$ cat config.mk
export PLATFORM = sky130hd
export DESIGN_NAME = length_prefixed_message_deframer_core
export DESIGN_NICKNAME = d
export VERILOG_FILES = /design/src/rtl/core/lpmd_pkg.sv /design/src/rtl/core/lpmd_parser.sv /design/src/rtl/core/lpmd_out_buf.sv /design/src/rtl/core/length_prefixed_message_deframer_core.sv
export VERILOG_INCLUDE_DIRS = /design/src /design/src/rtl/core
export SDC_FILE = /design/constraint.sdc
export NUM_CORES = 1
export LEC_CHECK = 0
export ABC_AREA = 0
export BUFFER_PORTS_ARGS = -buffer_cell sky130_fd_sc_hd__buf_2
export CELL_PAD_IN_SITES_DETAIL_PLACEMENT = 1
export CELL_PAD_IN_SITES_GLOBAL_PLACEMENT = 1
export CORE_ASPECT_RATIO = 1.2
export CORE_UTILIZATION = 50
export DETAILED_ROUTE_END_ITERATION = 12
export PLACE_DENSITY = 0.95
export SETUP_SLACK_MARGIN = 0.15
export SLEW_MARGIN = 20
export SYNTH_ARGS = -nofsm -noshare
export SYNTH_HDL_FRONTEND = slang
export SYNTH_SLANG_ARGS = --single-unit
$ cat constraint.sdc
create_clock -name clock -period 8.06 [get_ports clock]
set_clock_uncertainty 0.2 [all_clocks]
set_input_delay 0 -clock clock [delete_from_list [all_inputs] [get_ports clock]]
set_output_delay 0 -clock clock [all_outputs]
set_load 0.03 [all_outputs]
$ cat src/rtl/core/assert_macros.svh
// Shared assertion macros; every user clocks on clock and is quiet during reset.
`ifndef ASSERT_MACROS_SVH
`define ASSERT_MACROS_SVH

// Same-cycle implication.
`define ASSERT_IMPLY(name, ante, cons, msg) \
   name: assert property (@(posedge clock) disable iff (reset) (ante) |-> (cons)) \
      else $error(msg);

// Next-cycle implication.
`define ASSERT_NEXT(name, ante, cons, msg) \
   name: assert property (@(posedge clock) disable iff (reset) (ante) |=> (cons)) \
      else $error(msg);

`endif

$ cat src/rtl/core/lpmd_pkg.sv
package lpmd_pkg;

   localparam int unsigned PrefixBytes = 5;
   localparam int unsigned CountWidth = $clog2(PrefixBytes);
   localparam logic [CountWidth-1:0] LastPrefixCount = CountWidth'(PrefixBytes - 1);

   typedef enum logic [1:0] {
      PH_PREFIX  = 2'd0,
      PH_PAYLOAD = 2'd1,
      PH_ERROR   = 2'd2
   } phase_type;

   typedef enum logic [1:0] {
      KIND_PAYLOAD = 2'd0,
      KIND_EMPTY   = 2'd1,
      KIND_ERROR   = 2'd2
   } kind_type;

   typedef struct packed {
      kind_type   kind;
      logic [7:0] payload_byte;
      logic       message_end;
   } result_type;

endpackage

$ cat src/rtl/core/lpmd_parser.sv
`include "assert_macros.svh"

module lpmd_parser (
   input  logic                 clock,
   input  logic                 reset,
   input  logic                 accept,
   input  logic [7:0]           stream_byte,
   input  logic                 restart,
   output logic                 result_valid,
   output lpmd_pkg::result_type result
);

   lpmd_pkg::phase_type              phase_ff, phase_in;
   logic [lpmd_pkg::CountWidth-1:0]  count_ff, count_in;
   logic                             flag_ff, flag_in;
   logic [31:0]                      remaining_ff, remaining_in;

   lpmd_pkg::phase_type              cur_phase;
   logic [lpmd_pkg::CountWidth-1:0]  cur_count;
   logic                             cur_flag;
   logic [31:0]                      cur_remaining;
   logic [31:0]                      shifted;
   logic [31:0]                      decremented;

   always_ff @(posedge clock) begin
      if (reset) begin
         phase_ff     <= lpmd_pkg::PH_PREFIX;
         count_ff     <= '0;
         flag_ff      <= 1'b0;
         remaining_ff <= '0;
      end else if (accept) begin
         phase_ff     <= phase_in;
         count_ff     <= count_in;
         flag_ff      <= flag_in;
         remaining_ff <= remaining_in;
      end
   end

   always_comb begin
      // restart clears everything before this byte is looked at
      cur_phase     = restart ? lpmd_pkg::PH_PREFIX : phase_ff;
      cur_count     = restart ? '0 : count_ff;
      cur_flag      = restart ? 1'b0 : flag_ff;
      cur_remaining = restart ? '0 : remaining_ff;
      shifted       = {cur_remaining[23:0], stream_byte};
      decremented   = cur_remaining - 32'd1;

      phase_in     = cur_phase;
      count_in     = cur_count;
      flag_in      = cur_flag;
      remaining_in = cur_remaining;

      result_valid        = 1'b0;
      result.kind         = lpmd_pkg::KIND_PAYLOAD;
      result.payload_byte = '0;
      result.message_end  = 1'b0;

      case (cur_phase)
         lpmd_pkg::PH_ERROR: begin
            // drop until restart
         end
         lpmd_pkg::PH_PAYLOAD: begin
            remaining_in        = decremented;
            result_valid        = 1'b1;
            result.payload_byte = stream_byte;
            if (decremented == '0) begin
               phase_in           = lpmd_pkg::PH_PREFIX;
               count_in           = '0;
               result.message_end = 1'b1;
            end
         end
         default: begin
            // prefix phase; the unused phase code starts a fresh prefix
            if (cur_phase != lpmd_pkg::PH_PREFIX) begin
               phase_in = lpmd_pkg::PH_PREFIX;
            end
            if (cur_phase != lpmd_pkg::PH_PREFIX || cur_count == '0) begin
               flag_in      = (stream_byte != 8'd0);
               remaining_in = '0;
               count_in     = lpmd_pkg::CountWidth'(1);
            end else if (cur_count != lpmd_pkg::LastPrefixCount) begin
               remaining_in = shifted;
               count_in     = cur_count + lpmd_pkg::CountWidth'(1);
            end else begin
               count_in     = '0;
               result_valid = 1'b1;
               if (cur_flag) begin
                  phase_in     = lpmd_pkg::PH_ERROR;
                  remaining_in = '0;
                  result.kind  = lpmd_pkg::KIND_ERROR;
               end else if (shifted == '0) begin
                  phase_in           = lpmd_pkg::PH_PREFIX;
                  remaining_in       = '0;
                  result.kind        = lpmd_pkg::KIND_EMPTY;
                  result.message_end = 1'b1;
               end else begin
                  phase_in     = lpmd_pkg::PH_PAYLOAD;
                  remaining_in = shifted;
                  result_valid = 1'b0;
               end
            end
         end
      endcase
   end

   `ASSERT_NEXT(a_error_sticks, accept && result_valid && result.kind == lpmd_pkg::KIND_ERROR,
      phase_ff == lpmd_pkg::PH_ERROR, "error result did not enter error phase")
   `ASSERT_IMPLY(a_payload_count, phase_ff == lpmd_pkg::PH_PAYLOAD, remaining_ff != '0,
      "payload phase with nothing left to count")
   `ASSERT_IMPLY(a_prefix_range, 1'b1, count_ff <= lpmd_pkg::LastPrefixCount,
      "prefix count out of range")

endmodule

$ cat src/rtl/core/lpmd_out_buf.sv
`include "assert_macros.svh"

module lpmd_out_buf (
   input  logic                 clock,
   input  logic                 reset,
   input  logic                 in_valid,
   input  lpmd_pkg::result_type in_data,
   output logic                 full,
   input  logic                 out_ready,
   output logic                 out_valid,
   output lpmd_pkg::result_type out_data
);

   logic                 main_valid_ff, main_valid_in;
   logic                 skid_valid_ff, skid_valid_in;
   lpmd_pkg::result_type main_ff, main_in;
   lpmd_pkg::result_type skid_ff, skid_in;
   logic                 out_fire;

   assign out_fire  = main_valid_ff && out_ready;
   assign full      = skid_valid_ff;
   assign out_valid = main_valid_ff;
   assign out_data  = main_ff;

   always_comb begin
      main_valid_in = main_valid_ff;
      skid_valid_in = skid_valid_ff;
      main_in       = main_ff;
      skid_in       = skid_ff;
      if (skid_valid_ff) begin
         // input is held off while the skid entry is occupied
         if (out_fire) begin
            main_in       = skid_ff;
            skid_valid_in = 1'b0;
         end
      end else if (!main_valid_ff || out_fire) begin
         main_valid_in = in_valid;
         main_in       = in_data;
      end else if (in_valid) begin
         skid_valid_in = 1'b1;
         skid_in       = in_data;
      end
   end

   always_ff @(posedge clock) begin
      if (reset) begin
         main_valid_ff <= 1'b0;
         skid_valid_ff <= 1'b0;
      end else begin
         main_valid_ff <= main_valid_in;
         skid_valid_ff <= skid_valid_in;
      end
   end

   always_ff @(posedge clock) begin
      main_ff <= main_in;
      skid_ff <= skid_in;
   end

   `ASSERT_IMPLY(a_skid_behind_main, skid_valid_ff, main_valid_ff,
      "skid entry held without a result in front")
   `ASSERT_NEXT(a_skid_kept, skid_valid_ff && !out_ready, skid_valid_ff,
      "skid entry lost while output stalled")

endmodule

$ cat src/rtl/core/length_prefixed_message_deframer_core.sv
// Each result is registered in the output stage before it appears on rsp_.
// Throughput: one byte per cycle; a two-entry output stage lets bytes keep
// flowing while one result waits, and req_ready drops only when both are full.
// Prefix bytes, dropped bytes and bytes with no result complete in their cycle.
// Reset (synchronous, active high) returns to the prefix phase, empties output.
module length_prefixed_message_deframer_core (
   input  logic       clock,
   input  logic       reset,
   input  logic       req_valid,
   output logic       req_ready,
   input  logic [7:0] req_stream_byte,
   input  logic       req_restart,
   output logic       rsp_valid,
   input  logic       rsp_ready,
   output logic [1:0] rsp_result_kind,
   output logic [7:0] rsp_payload_byte,
   output logic       rsp_message_end
);

   logic                 accept;
   logic                 step_valid;
   logic                 buf_full;
   lpmd_pkg::result_type step_result;
   lpmd_pkg::result_type rsp_result;

   assign req_ready = !buf_full;
   assign accept    = req_valid && req_ready;

   lpmd_parser u_parser (
      .clock        (clock),
      .reset        (reset),
      .accept       (accept),
      .stream_byte  (req_stream_byte),
      .restart      (req_restart),
      .result_valid (step_valid),
      .result       (step_result)
   );

   lpmd_out_buf u_out_buf (
      .clock     (clock),
      .reset     (reset),
      .in_valid  (accept && step_valid),
      .in_data   (step_result),
      .full      (buf_full),
      .out_ready (rsp_ready),
      .out_valid (rsp_valid),
      .out_data  (rsp_result)
   );

   assign rsp_result_kind  = rsp_result.kind;
   assign rsp_payload_byte = rsp_result.payload_byte;
   assign rsp_message_end  = rsp_result.message_end;

endmodule

==> flow_metrics.py, run 1 <==
metrics = {
    "global_route": {
        "grt_start_max_net_pins": 43,
        "grt_overflow": 0,
        "grt_usage_pct": 38.7,
        "grt_pass1_vias": 4815,
        "antenna_found_initial": 0,
        "grt_pass1_wl_mm": 26.9,
    },
    "timing": {
        "post-route-period-util_pct": 62.7,
        "fin_crit_ps": 5050,
        "slew_headroom_pct": 28.5,
        "hold_violations": 0,
        "rsz0062_at_grt": "false",
        "tightestPinTransition_ps": 1070,
        "setup_viol": 0,
        "final.setup.tns_ps": 0,
        "fmax_mhz": 198,
        "drv_slew": 0,
    },
    "clocking": {
        "numCtsBuffers": 9,
        "post_cts_buffers": 0,
        "cts_tree": "built",
        "cts-root-buf": "clkbuf_8",
        "cts_max_level": 3,
        "clock-sinks": 62,
        "clock_latency_ps": 360,
        "hold_buffers": 10,
        "cts_buffer_depth": 2,
        "clkTransAtPathRegs_ps": 80,
        "ctsResizeCount": 0,
    },
    "routing": {
        "vias": 4792,
        "wl_per_cell_um": 25.9,
        "routed-wl-met2_mm": 8.14,
        "route.antenna.remaining_nets": 0,
        "wl_met3_mm": 1.60,
        "drc": 0,
        "met1Wirelength_mm": 6.30,
        "vias_per_cell": 7.30,
        "top_layer_used": "met4",
        "routed_wirelength_mm": 17.0,
        "first_pass_iters": 5,
        "drtIter0Drc": 535,
    },
    "power": {
        "power_uw": 747,
        "p_leak_uw": 0.00184,
        "power_density_nw_per_um2": 157,
        "p_clk_share_pct": 33.8,
        "ir_drop_v": 0.0000876,
        "internal_power_uw": 491,
        "p_sw_uw": 256,
        "power_frac_seq_pct": 45.7,
        "p_comb_share_pct": 20.4,
        "p_sw_share_pct": 34.3,
    },
    "synthesis": {
        "synth_ff_type": "dfxtp_1",
        "synth_nets": 550,
        "syn_inst": 529,
        "synth_edf_count": 22,
        "yosys_warnings": 0,
        "avgSynthCellArea_sq_um": 8.25,
        "ys_types": 70,
        "synth_area_sq_um": 4360,
        "synth-seq-cells": 62,
        "ys_seq_area_share_pct": 33.5,
        "synthArstFlopShare_pct": 0,
    },
    "worst_setup_path": {
        "critPathLaunchType": "primary input",
        "crit_chain": "buf_2 > clkinv_1 > nand2_1 > ha_1 > nand3_1 > o31a_1 > o31ai_1 > nand4_1 > or4_1 > o41ai_4 > a311oi_1",
        "cpPeakStageDelay_ps": 970,
        "crit_type": "primary input to register",
        "worst-path-max-fanout": 37,
        "crit_path_end_kind": "register",
        "cp_top_family": "buffers and inverters",
        "cp.arrival_ps": 5060,
        "cpMaxStageDelayCell": "clkinv_1",
        "cp_num_buf_inv": 2,
        "required_ps": 8070,
    },
    "finish": {
        "fin_area_sq_um": 4750,
        "diodes": 0,
        "layout-drive-gt1-share_pct": 14.2,
        "area_delta_synth_final_pct": 8.89,
        "finish.utilization_pct": 57.3,
        "nNetsFinal": 558,
    },
    "floorplanning": {
        "rows": 36,
        "die_area_sq_um": 9110,
        "core_area_sq_um": 8290,
        "initial_core_util_pct": 52.7,
        "die_w_um": 87.3,
        "die_h_um": 104,
        "num_io_pins": 26,
    },
    "placement": {
        "hpwl_mm": 11.0,
        "place_area_sq_um": 4480,
        "portBuffers": 25,
        "place_congestion": 0.955,
    },
    "run_status": {
        "status": "complete, no violations",
    },
    "flow_run": {
        "cap_violations": 0,
    },
    "min_path": {
        "hp-class": "primary input to register",
    },
}
[routing by layer]
metal  up-vias  track usage (%)
met5         -                0
met4         0             23.1
met3        89             8.81
met2       323             60.9
met1      2369             47.3
li1       2011                -
[cells by family after synthesis]
kind of cell,synth area share [%]
AOI/OAI and AO/OA,22.4
and+or+nand+nor,30.5
buffers and inverters,5.65
xor gates and xnor gates,2.61
DFF,33.5
muxes,3.07
adders and majority gates,2.29
[power by group through the flow]
stage	registers (uW)	clock network [uW]	logic, uW
6_report	342	253	153
5_1_grt	342	268	163
4_1_cts	341	253	145
3_5_place_dp	348	0	140
3_3_place_gp	347	0	135
2_1_floorplan	338	0	108
[cell usage in the layout (no fill, tap or decap), types with 9 or more instances in the layout]
cell	instances
a221o_1	10
nor3_1	32
buf_2	25
dfxtp_1	40
nor2b_1	9
o21ai_0	33
nand3_1	15
inv_1	13
nand4_1	11
nor4_1	14
mux2_2	11
dlygate4sd3_1	10
edfxtp_1	22
a21oi_1	31
nor2_1	58
nand2_1	39
clkbuf_8	9
and2_1	10
[worst reg2reg max path, delay by kind of cell (launching register included)]
kind / cells / cell delay [ps]
simple gates: 6 / 2110
buf+inv: 1 / 150
flops: 1 / 500
compound gates: 3 / 780
fa+ha+maj: 1 / 510
[flip-flops by register name, indices dropped and copies added, names as in the netlist]
| signal | cells |
|---|---|
| u_out_buf.skid_ff | 11 |
| u_out_buf.out_valid | 1 |
| u_out_buf.out_data | 11 |
| u_parser.flag_ff | 1 |
| u_parser.count_ff | 3 |
| u_parser.phase_ff | 2 |
| u_parser.remaining_ff | 32 |
| u_out_buf.full | 1 |
[per-stage QoR]
stage | cells | hold slack [ps] | setup slack [ps]
6_report | 656 | 188 | 3010
5_1_grt | 656 | 206 | 2880
4_1_cts | 656 | 162 | 3260
3_5_place_dp | 630 | 151 | 2900
3_3_place_gp | 630 | 141 | 3070
2_1_floorplan | 529 | -19.5 | 4330
[cell usage after synthesis, drive strengths merged, types with 13 or more instances]
cell type	n	share of area (%)
dfxtp	40	18
nor2	59	5.2
o21ai	33	3.8
nor4	19	4.0
a21oi	31	3.6
nand2	39	3.4
nand3	16	1.9
edfxtp	22	15
inv	13	1.1
clkbuf	32	2.8
nor3	36	4.6
[layout make-up]
type,count,area [sq um]
Tap cell,114,143
Clock inverter,7,50.0
Inverter,14,52.6
Fill cell,1053,3540
Multi-Input combinational cell,410,2660
Clock buffer,9,124
Timing Repair Buffer,40,263
Sequential cell,62,1460
[worst paths after layout]
kind	to	slack, ps	from	depth (start not counted)
min reg2reg	u_parser.count_ff[0]$_SDFFE_PP0P_	290	u_parser.count_ff[0]$_SDFFE_PP0P_	2
min	u_parser.remaining_ff[31]$_SDFFE_PP0P_	190	req_valid	5
max reg2reg	u_parser.count_ff[1]$_SDFFE_PP0P_	3660	u_parser.remaining_ff[0]$_SDFFE_PP0P_	11
max	u_parser.count_ff[1]$_SDFFE_PP0P_	3010	req_restart	11
Note: power is estimated with default switching activity, not from simulation.
==> inputs of run 2 (changes only) <==
--- a/config.mk
+++ b/config.mk
@@ -11,9 +11,9 @@
 export CELL_PAD_IN_SITES_DETAIL_PLACEMENT = 1
 export CELL_PAD_IN_SITES_GLOBAL_PLACEMENT = 1
 export CORE_ASPECT_RATIO = 1.2
-export CORE_UTILIZATION = 50
+export CORE_UTILIZATION = 47
 export DETAILED_ROUTE_END_ITERATION = 12
-export PLACE_DENSITY = 0.95
+export PLACE_DENSITY = 0.91
 export SETUP_SLACK_MARGIN = 0.15
 export SLEW_MARGIN = 20
 export SYNTH_ARGS = -nofsm -noshare
==> constraint.sdc (replaced) <==
create_clock -name clock -period 5 [get_ports clock]
set_clock_uncertainty 0.2 [all_clocks]
set_input_delay 0 -clock clock [delete_from_list [all_inputs] [get_ports clock]]
set_output_delay 0 -clock clock [all_outputs]
set_load 0.03 [all_outputs]
==> flow_metrics.py, run 2 (synthesis results as in run 1) <==
metrics = {
    "run_status": {
        "status": "complete, no violations",
    },
    "clocking": {
        "cts-root-buf": "clkbuf_8",
        "cts_tree": "built",
        "numCtsBuffers": 9,
        "cts_max_level": 3,
        "ctsResizeCount": 0,
        "clock_latency_ps": 370,
        "clkTransAtPathRegs_ps": 70,
        "cts_buffer_depth": 2,
        "clock-sinks": 62,
    },
    "floorplanning": {
        "core_area_sq_um": 9030,
        "initial_core_util_pct": 48.3,
        "die_area_sq_um": 9680,
        "die_h_um": 108,
        "rows": 38,
        "die_w_um": 90.0,
        "num_io_pins": 26,
    },
    "global_route": {
        "met1_usage_pct": 40.0,
        "grt_use_met3_pct": 8.05,
        "top_usage_layer": "met2",
        "grt_start_max_net_pins": 43,
        "antenna_found_initial": 0,
        "grt_pass1_wl_mm": 27.0,
        "grt_pass1_vias": 4846,
        "grt_use_met2_pct": 63.9,
        "grt_usage_pct": 36.8,
        "grt_overflow": 0,
    },
    "timing": {
        "setup_slack_ps": 944,
        "rsz0062_at_grt": "false",
        "setup_viol": 0,
        "slew_headroom_pct": 36.3,
        "fmax_mhz": 247,
        "post-route-period-util_pct": 81.1,
        "fin_crit_ps": 4060,
        "hold_violations": 0,
        "final.setup.tns_ps": 0,
        "tightestPinTransition_ps": 955,
        "drv_slew": 0,
    },
    "placement": {
        "dp_cells": 642,
        "hpwl_mm": 11.5,
        "place_congestion": 0.982,
        "portBuffers": 25,
        "pre_cts_ws_ps": 1040,
    },
    "worst_setup_path": {
        "reg2reg_slack_ps": 940,
        "required_ps": 5020,
        "cp.arrival_ps": 4070,
        "r2r-start": "u_parser.remaining_ff[0]$_SDFFE_PP0P_",
        "worst_path_most_repeated_cell": "inv_1",
        "critPathLaunch": "u_parser.remaining_ff[0]$_SDFFE_PP0P_",
        "crit_chain": "nor2b_1 > inv_1 > ha_1 > inv_1 > nor2_1 > a41o_1 > a31oi_1 > nand4_1 > or4_1 > o41ai_4 > a311oi_1",
        "cp_num_buf_inv": 2,
        "crit_path_end_kind": "register",
        "cp_top_family": "simple AND/OR/NAND/NOR gates",
        "cpMaxStageDelayCell": "or4_1",
        "crit_type": "register to register",
        "critPathLaunchType": "register",
        "worst-path-max-fanout": 21,
        "cpPeakStageDelay_ps": 510,
    },
    "finish": {
        "largest_reg_flops": 32,
        "layout-drive-gt1-share_pct": 14.6,
        "largest-register": "u_parser.remaining_ff",
        "nNetsFinal": 564,
        "final_cells": 668,
        "final_common_cell": "nor2_1",
        "final_cell_mix": "nor2_1, dfxtp_1, nand2_1, o21ai_0, nor3_1",
        "diodes": 0,
        "finish.utilization_pct": 53.3,
        "area_delta_synth_final_pct": 10.3,
    },
    "power": {
        "power_density_nw_per_um2": 259,
        "p_sw_share_pct": 32.4,
        "power_uw": 1250,
        "power_frac_seq_pct": 44.2,
        "internal_power_uw": 843,
        "p_sw_uw": 405,
        "p_comb_share_pct": 20.1,
        "p_clk_share_pct": 35.8,
        "p_leak_uw": 0.00188,
        "ir_drop_v": 0.000107,
    },
    "min_path": {
        "hp-class": "primary input to register",
        "hp-start": "req_restart",
    },
    "routing": {
        "first_pass_iters": 5,
        "routed_wirelength_mm": 17.4,
        "vias_per_cell": 7.01,
        "wl_per_cell_um": 26.1,
        "drc": 0,
        "route.antenna.remaining_nets": 0,
        "drtIter0Drc": 499,
        "vias": 4686,
    },
    "flow_run": {
        "cap_violations": 0,
    },
}
[run 2: changes by cell type in the layout (fill, tap and decap cells not counted), sizes merged]
cell,change
bufinv,+1
clkinvlp,-2
clkbuf,+2
inv,-1
buf,+6
[run 2: routing by layer]
layer  wire length, um  part of all wire, %
met5                 0                    0
met2              8560                   49
met3              1280                  7.3
met4              1040                  6.0
met1              6530                   38
[run 2: worst paths after layout]
kind | endpoint | cells past startpoint
worst max-delay path | u_parser.count_ff[1]$_SDFFE_PP0P_ | 11
worst min-delay path | u_parser.remaining_ff[5]$_SDFFE_PP0P_ | 5
worst max register to register | u_parser.count_ff[1]$_SDFFE_PP0P_ | 11
worst min register to register | u_parser.count_ff[0]$_SDFFE_PP0P_ | 2
[run 2: area by class of cell]
class | instances | area, sq um
fill | 1096 | 4220
inverter | 14 | 52.6
multi-input combinational | 410 | 2660
tap | 120 | 150
clock inverter | 5 | 51.3
sequential | 62 | 1460
timing repair buffer | 46 | 308
clock buffer | 11 | 131
[run 2: power by group through the flow]
stage,Sequential [uW],Combinational (uW),Clock (uW)
5_1_grt,552,267,464
3_3_place_gp,559,223,0
6_report,551,250,446
2_1_floorplan,545,174,0
3_5_place_dp,561,231,0
4_1_cts,549,240,442
[run 2: metrics by stage]
step	cell area [sq um]	hold slack, ps
2_1_floorplan	4360	-19.5
3_3_place_gp	4530	136
3_5_place_dp	4530	149
4_1_cts	4810	137
5_1_grt	4810	202
6_report	4810	163
[run 2: what timing repair did]
action / 4_1_cts / 5_1_grt
hold buffers: 10 / 0
hold endpoints to repair: 39 / 0
buffers inserted: 0 / 0
[run 2: worst reg2reg max path, delay by kind of cell, from the launching register on]
| family | cells | cell delay [ps] |
|---|---|---|
| buf+inv | 2 | 490 |
| fa+ha+maj | 1 | 490 |
| compound gates | 4 | 1080 |
| simple gates | 4 | 1180 |
| flops | 1 | 460 |
==> inputs of run 3 (changes only) <==
--- a/config.mk
+++ b/config.mk
@@ -6,14 +6,14 @@
 export SDC_FILE = /design/constraint.sdc
 export NUM_CORES = 1
 export LEC_CHECK = 0
-export ABC_AREA = 0
+export ABC_AREA = 1
 export BUFFER_PORTS_ARGS = -buffer_cell sky130_fd_sc_hd__buf_2
 export CELL_PAD_IN_SITES_DETAIL_PLACEMENT = 1
 export CELL_PAD_IN_SITES_GLOBAL_PLACEMENT = 1
 export CORE_ASPECT_RATIO = 1.2
-export CORE_UTILIZATION = 47
+export CORE_UTILIZATION = 40
 export DETAILED_ROUTE_END_ITERATION = 12
-export PLACE_DENSITY = 0.91
+export PLACE_DENSITY = 0.87
 export SETUP_SLACK_MARGIN = 0.15
 export SLEW_MARGIN = 20
 export SYNTH_ARGS = -nofsm -noshare
==> constraint.sdc (replaced) <==
create_clock -name clock -period 3.7 [get_ports clock]
set_clock_uncertainty 0.2 [all_clocks]
set_input_delay 0 -clock clock [delete_from_list [all_inputs] [get_ports clock]]
set_output_delay 0 -clock clock [all_outputs]
set_load 0.03 [all_outputs]
==> flow_metrics.py, run 3 <==
metrics = {
    "timing": {
        "drv_slew": 0,
        "tightestPinTransition_ps": 1090,
        "hold_violations": 0,
        "fmax_mhz": 303,
        "rsz0062_at_grt": "false",
        "setup_viol": 0,
        "slew_headroom_pct": 27.0,
        "final.setup.tns_ps": 0,
        "fin_crit_ps": 3300,
        "post-route-period-util_pct": 89.2,
    },
    "synthesis": {
        "ys_seq_area_share_pct": 31.7,
        "synth_compound_area_share_pct": 19.2,
        "yosys-top-cells-count": "nand2_1, inv_1, nor2_1",
        "ys_types": 40,
        "avgSynthCellArea_sq_um": 6.43,
        "synth_nets": 738,
        "synth.area.top_cells": "dfxtp_1, nand2_1, edfxtp_1, inv_1, nand3_1",
        "synth.largest_area_cell": "dfxtp_1",
        "synth-xor-area-share_pct": 0.950,
        "synth_area_sq_um": 4610,
        "synthArstFlopShare_pct": 0,
        "syn_inst": 717,
        "synth_top_area_share_pct": 17.4,
        "yosys_warnings": 0,
        "synth_edf_count": 22,
        "synth_ff_type": "dfxtp_1",
        "synth_top_family_by_area": "simple AND/OR/NAND/NOR gates",
        "yosysMostFrequentCell": "nand2_1",
        "synth.area.mux_share_pct": 0,
        "synth-seq-cells": 62,
        "synthSimpleGateAreaFrac_pct": 34.7,
        "synth_adder_area_share_pct": 2.17,
    },
    "floorplanning": {
        "die_area_sq_um": 12000,
        "rows": 42,
        "initial_core_util_pct": 41.4,
        "num_io_pins": 26,
        "die_w_um": 100,
        "die_h_um": 120,
        "core_area_sq_um": 11100,
    },
    "placement": {
        "place_area_sq_um": 4840,
        "portBuffers": 25,
        "hpwl_mm": 12.3,
        "place_congestion": 0.998,
        "dp_cells": 875,
    },
    "finish": {
        "area_delta_synth_final_pct": 14.1,
        "largest_reg_flops": 32,
        "nNetsFinal": 764,
        "final_common_cell": "nand2_1",
        "final_cell_mix": "nand2_1, inv_1, nor2_1, o21ai_0, nand3_1",
        "layout-drive-gt1-share_pct": 11.8,
        "largest-register": "u_parser.remaining_ff",
        "diodes": 0,
        "final_cells": 902,
        "fin_area_sq_um": 5260,
    },
    "min_path": {
        "hp-class": "primary input to register",
        "hp-start": "req_valid",
    },
    "global_route": {
        "antenna_found_initial": 0,
        "grt_usage_pct": 30.6,
        "grt_overflow": 0,
        "grt_pass1_vias": 5504,
        "grt_start_max_net_pins": 37,
        "grt_pass1_wl_mm": 28.3,
    },
    "routing": {
        "vias": 5218,
        "drc": 0,
        "route.antenna.remaining_nets": 0,
        "routed_wirelength_mm": 17.4,
        "drtIter0Drc": 379,
        "vias_per_cell": 5.78,
        "first_pass_iters": 5,
        "wl_per_cell_um": 19.3,
    },
    "run_status": {
        "status": "complete, no violations",
    },
    "clocking": {
        "cts_max_level": 3,
        "cts-root-buf": "clkbuf_16",
        "cts_tree": "built",
        "numCtsBuffers": 9,
        "clock_latency_ps": 340,
        "clock-sinks": 62,
        "clkTransAtPathRegs_ps": 60,
        "cts_buffer_depth": 2,
    },
    "worst_setup_path": {
        "required_ps": 3550,
        "cpPeakStageDelay_ps": 530,
        "crit_type": "primary input to register",
        "cpMaxStageDelayCell": "dlygate4sd3_1",
        "r2r-start": "u_parser.remaining_ff[8]$_SDFFE_PP0P_",
        "cp.arrival_ps": 3150,
        "critPathLaunch": "req_restart",
        "worst_path_most_repeated_cell": "nand2_1",
        "crit_chain": "dlygate4sd3_1 > buf_2 > inv_2 > buf_4 > nand2_1 > ha_1 > nand2_1 > nand2_1 > nor2_2 > inv_1 > o21ai_1 > nand2_1 > nor3_1 > buf_4",
        "worst-path-max-fanout": 26,
        "critPathLaunchType": "primary input",
        "crit_path_end_kind": "register",
    },
    "power": {
        "power_density_nw_per_um2": 405,
        "ir_drop_v": 0.000193,
        "p_leak_uw": 0.00272,
    },
    "flow_run": {
        "cap_violations": 0,
    },
}
run 3: power breakdown:
part	leakage, uW	switching [uW]	internal, uW
combinational	0.00202	349	142
sequential	0.000544	24.8	728
clock	0.000147	357	530
run 3: worst paths after layout:
path	cells past startpoint	slack (ps)	to
worst max-delay path	14	400	u_out_buf.skid_ff[5]$_DFFE_PP_
worst min-delay path	5	100	u_parser.remaining_ff[30]$_SDFFE_PP0P_
worst max register to register	12	800	u_out_buf.skid_ff[5]$_DFFE_PP_
worst min register to register	2	270	u_parser.flag_ff$_SDFFE_PP0P_
run 3: final cells by class:
class / instances / area, sq um
clock buffer: 9 / 225
clock inverter: 7 / 81.3
fill: 1494 / 5880
inverter: 95 / 357
multi-input combinational: 530 / 2640
sequential: 62 / 1460
tap: 154 / 193
timing repair buffer: 45 / 303
run 3: metrics by stage:
stage | hold WS, ps | setup slack (ps) | total power, uW | utilization, %
2_1_floorplan | -131 | 821 | 1090 | -
3_3_place_gp | 56.2 | 914 | 1210 | 43.4
3_5_place_dp | 54.0 | 716 | 1230 | 43.4
4_1_cts | 60.6 | 456 | 2120 | 47.2
5_1_grt | 135 | 177 | 2210 | 47.2
6_report | 95.5 | 401 | 2130 | 47.2
run 3: cells by family (layout without fill, tap and decap cells):
logic type      after synthesis  after routing
xor+xnor                      5              5
fa+ha+maj                     8              8
simple gates                371            371
compound gates              146            146
flops                        62             62
buf+inv                     125            156
run 3: critical path: cells and delay by family:
family                   cells  cell delay (ps)
buffers and inverters        6             1670
AND/OR/NAND/NOR              6             1040
adder cells (fa/ha/maj)      1              290
AO/OA/AOI/OAI                1              130
run 3: repair_timing:
action	CTS	global route
setup buffers	0	0
setup endpoints to repair	0	0
hold buffers	11	0
gates resized for setup	0	0
hold endpoints to repair	39	0
run 3: routing by layer:
layer	part of all wire, %	GRT usage, %	wire length, um
met3	4.8	5.24	841
met1	40	35.5	7000
met4	4.7	17.4	825
met5	0	0	0
met2	50	52.8	8770
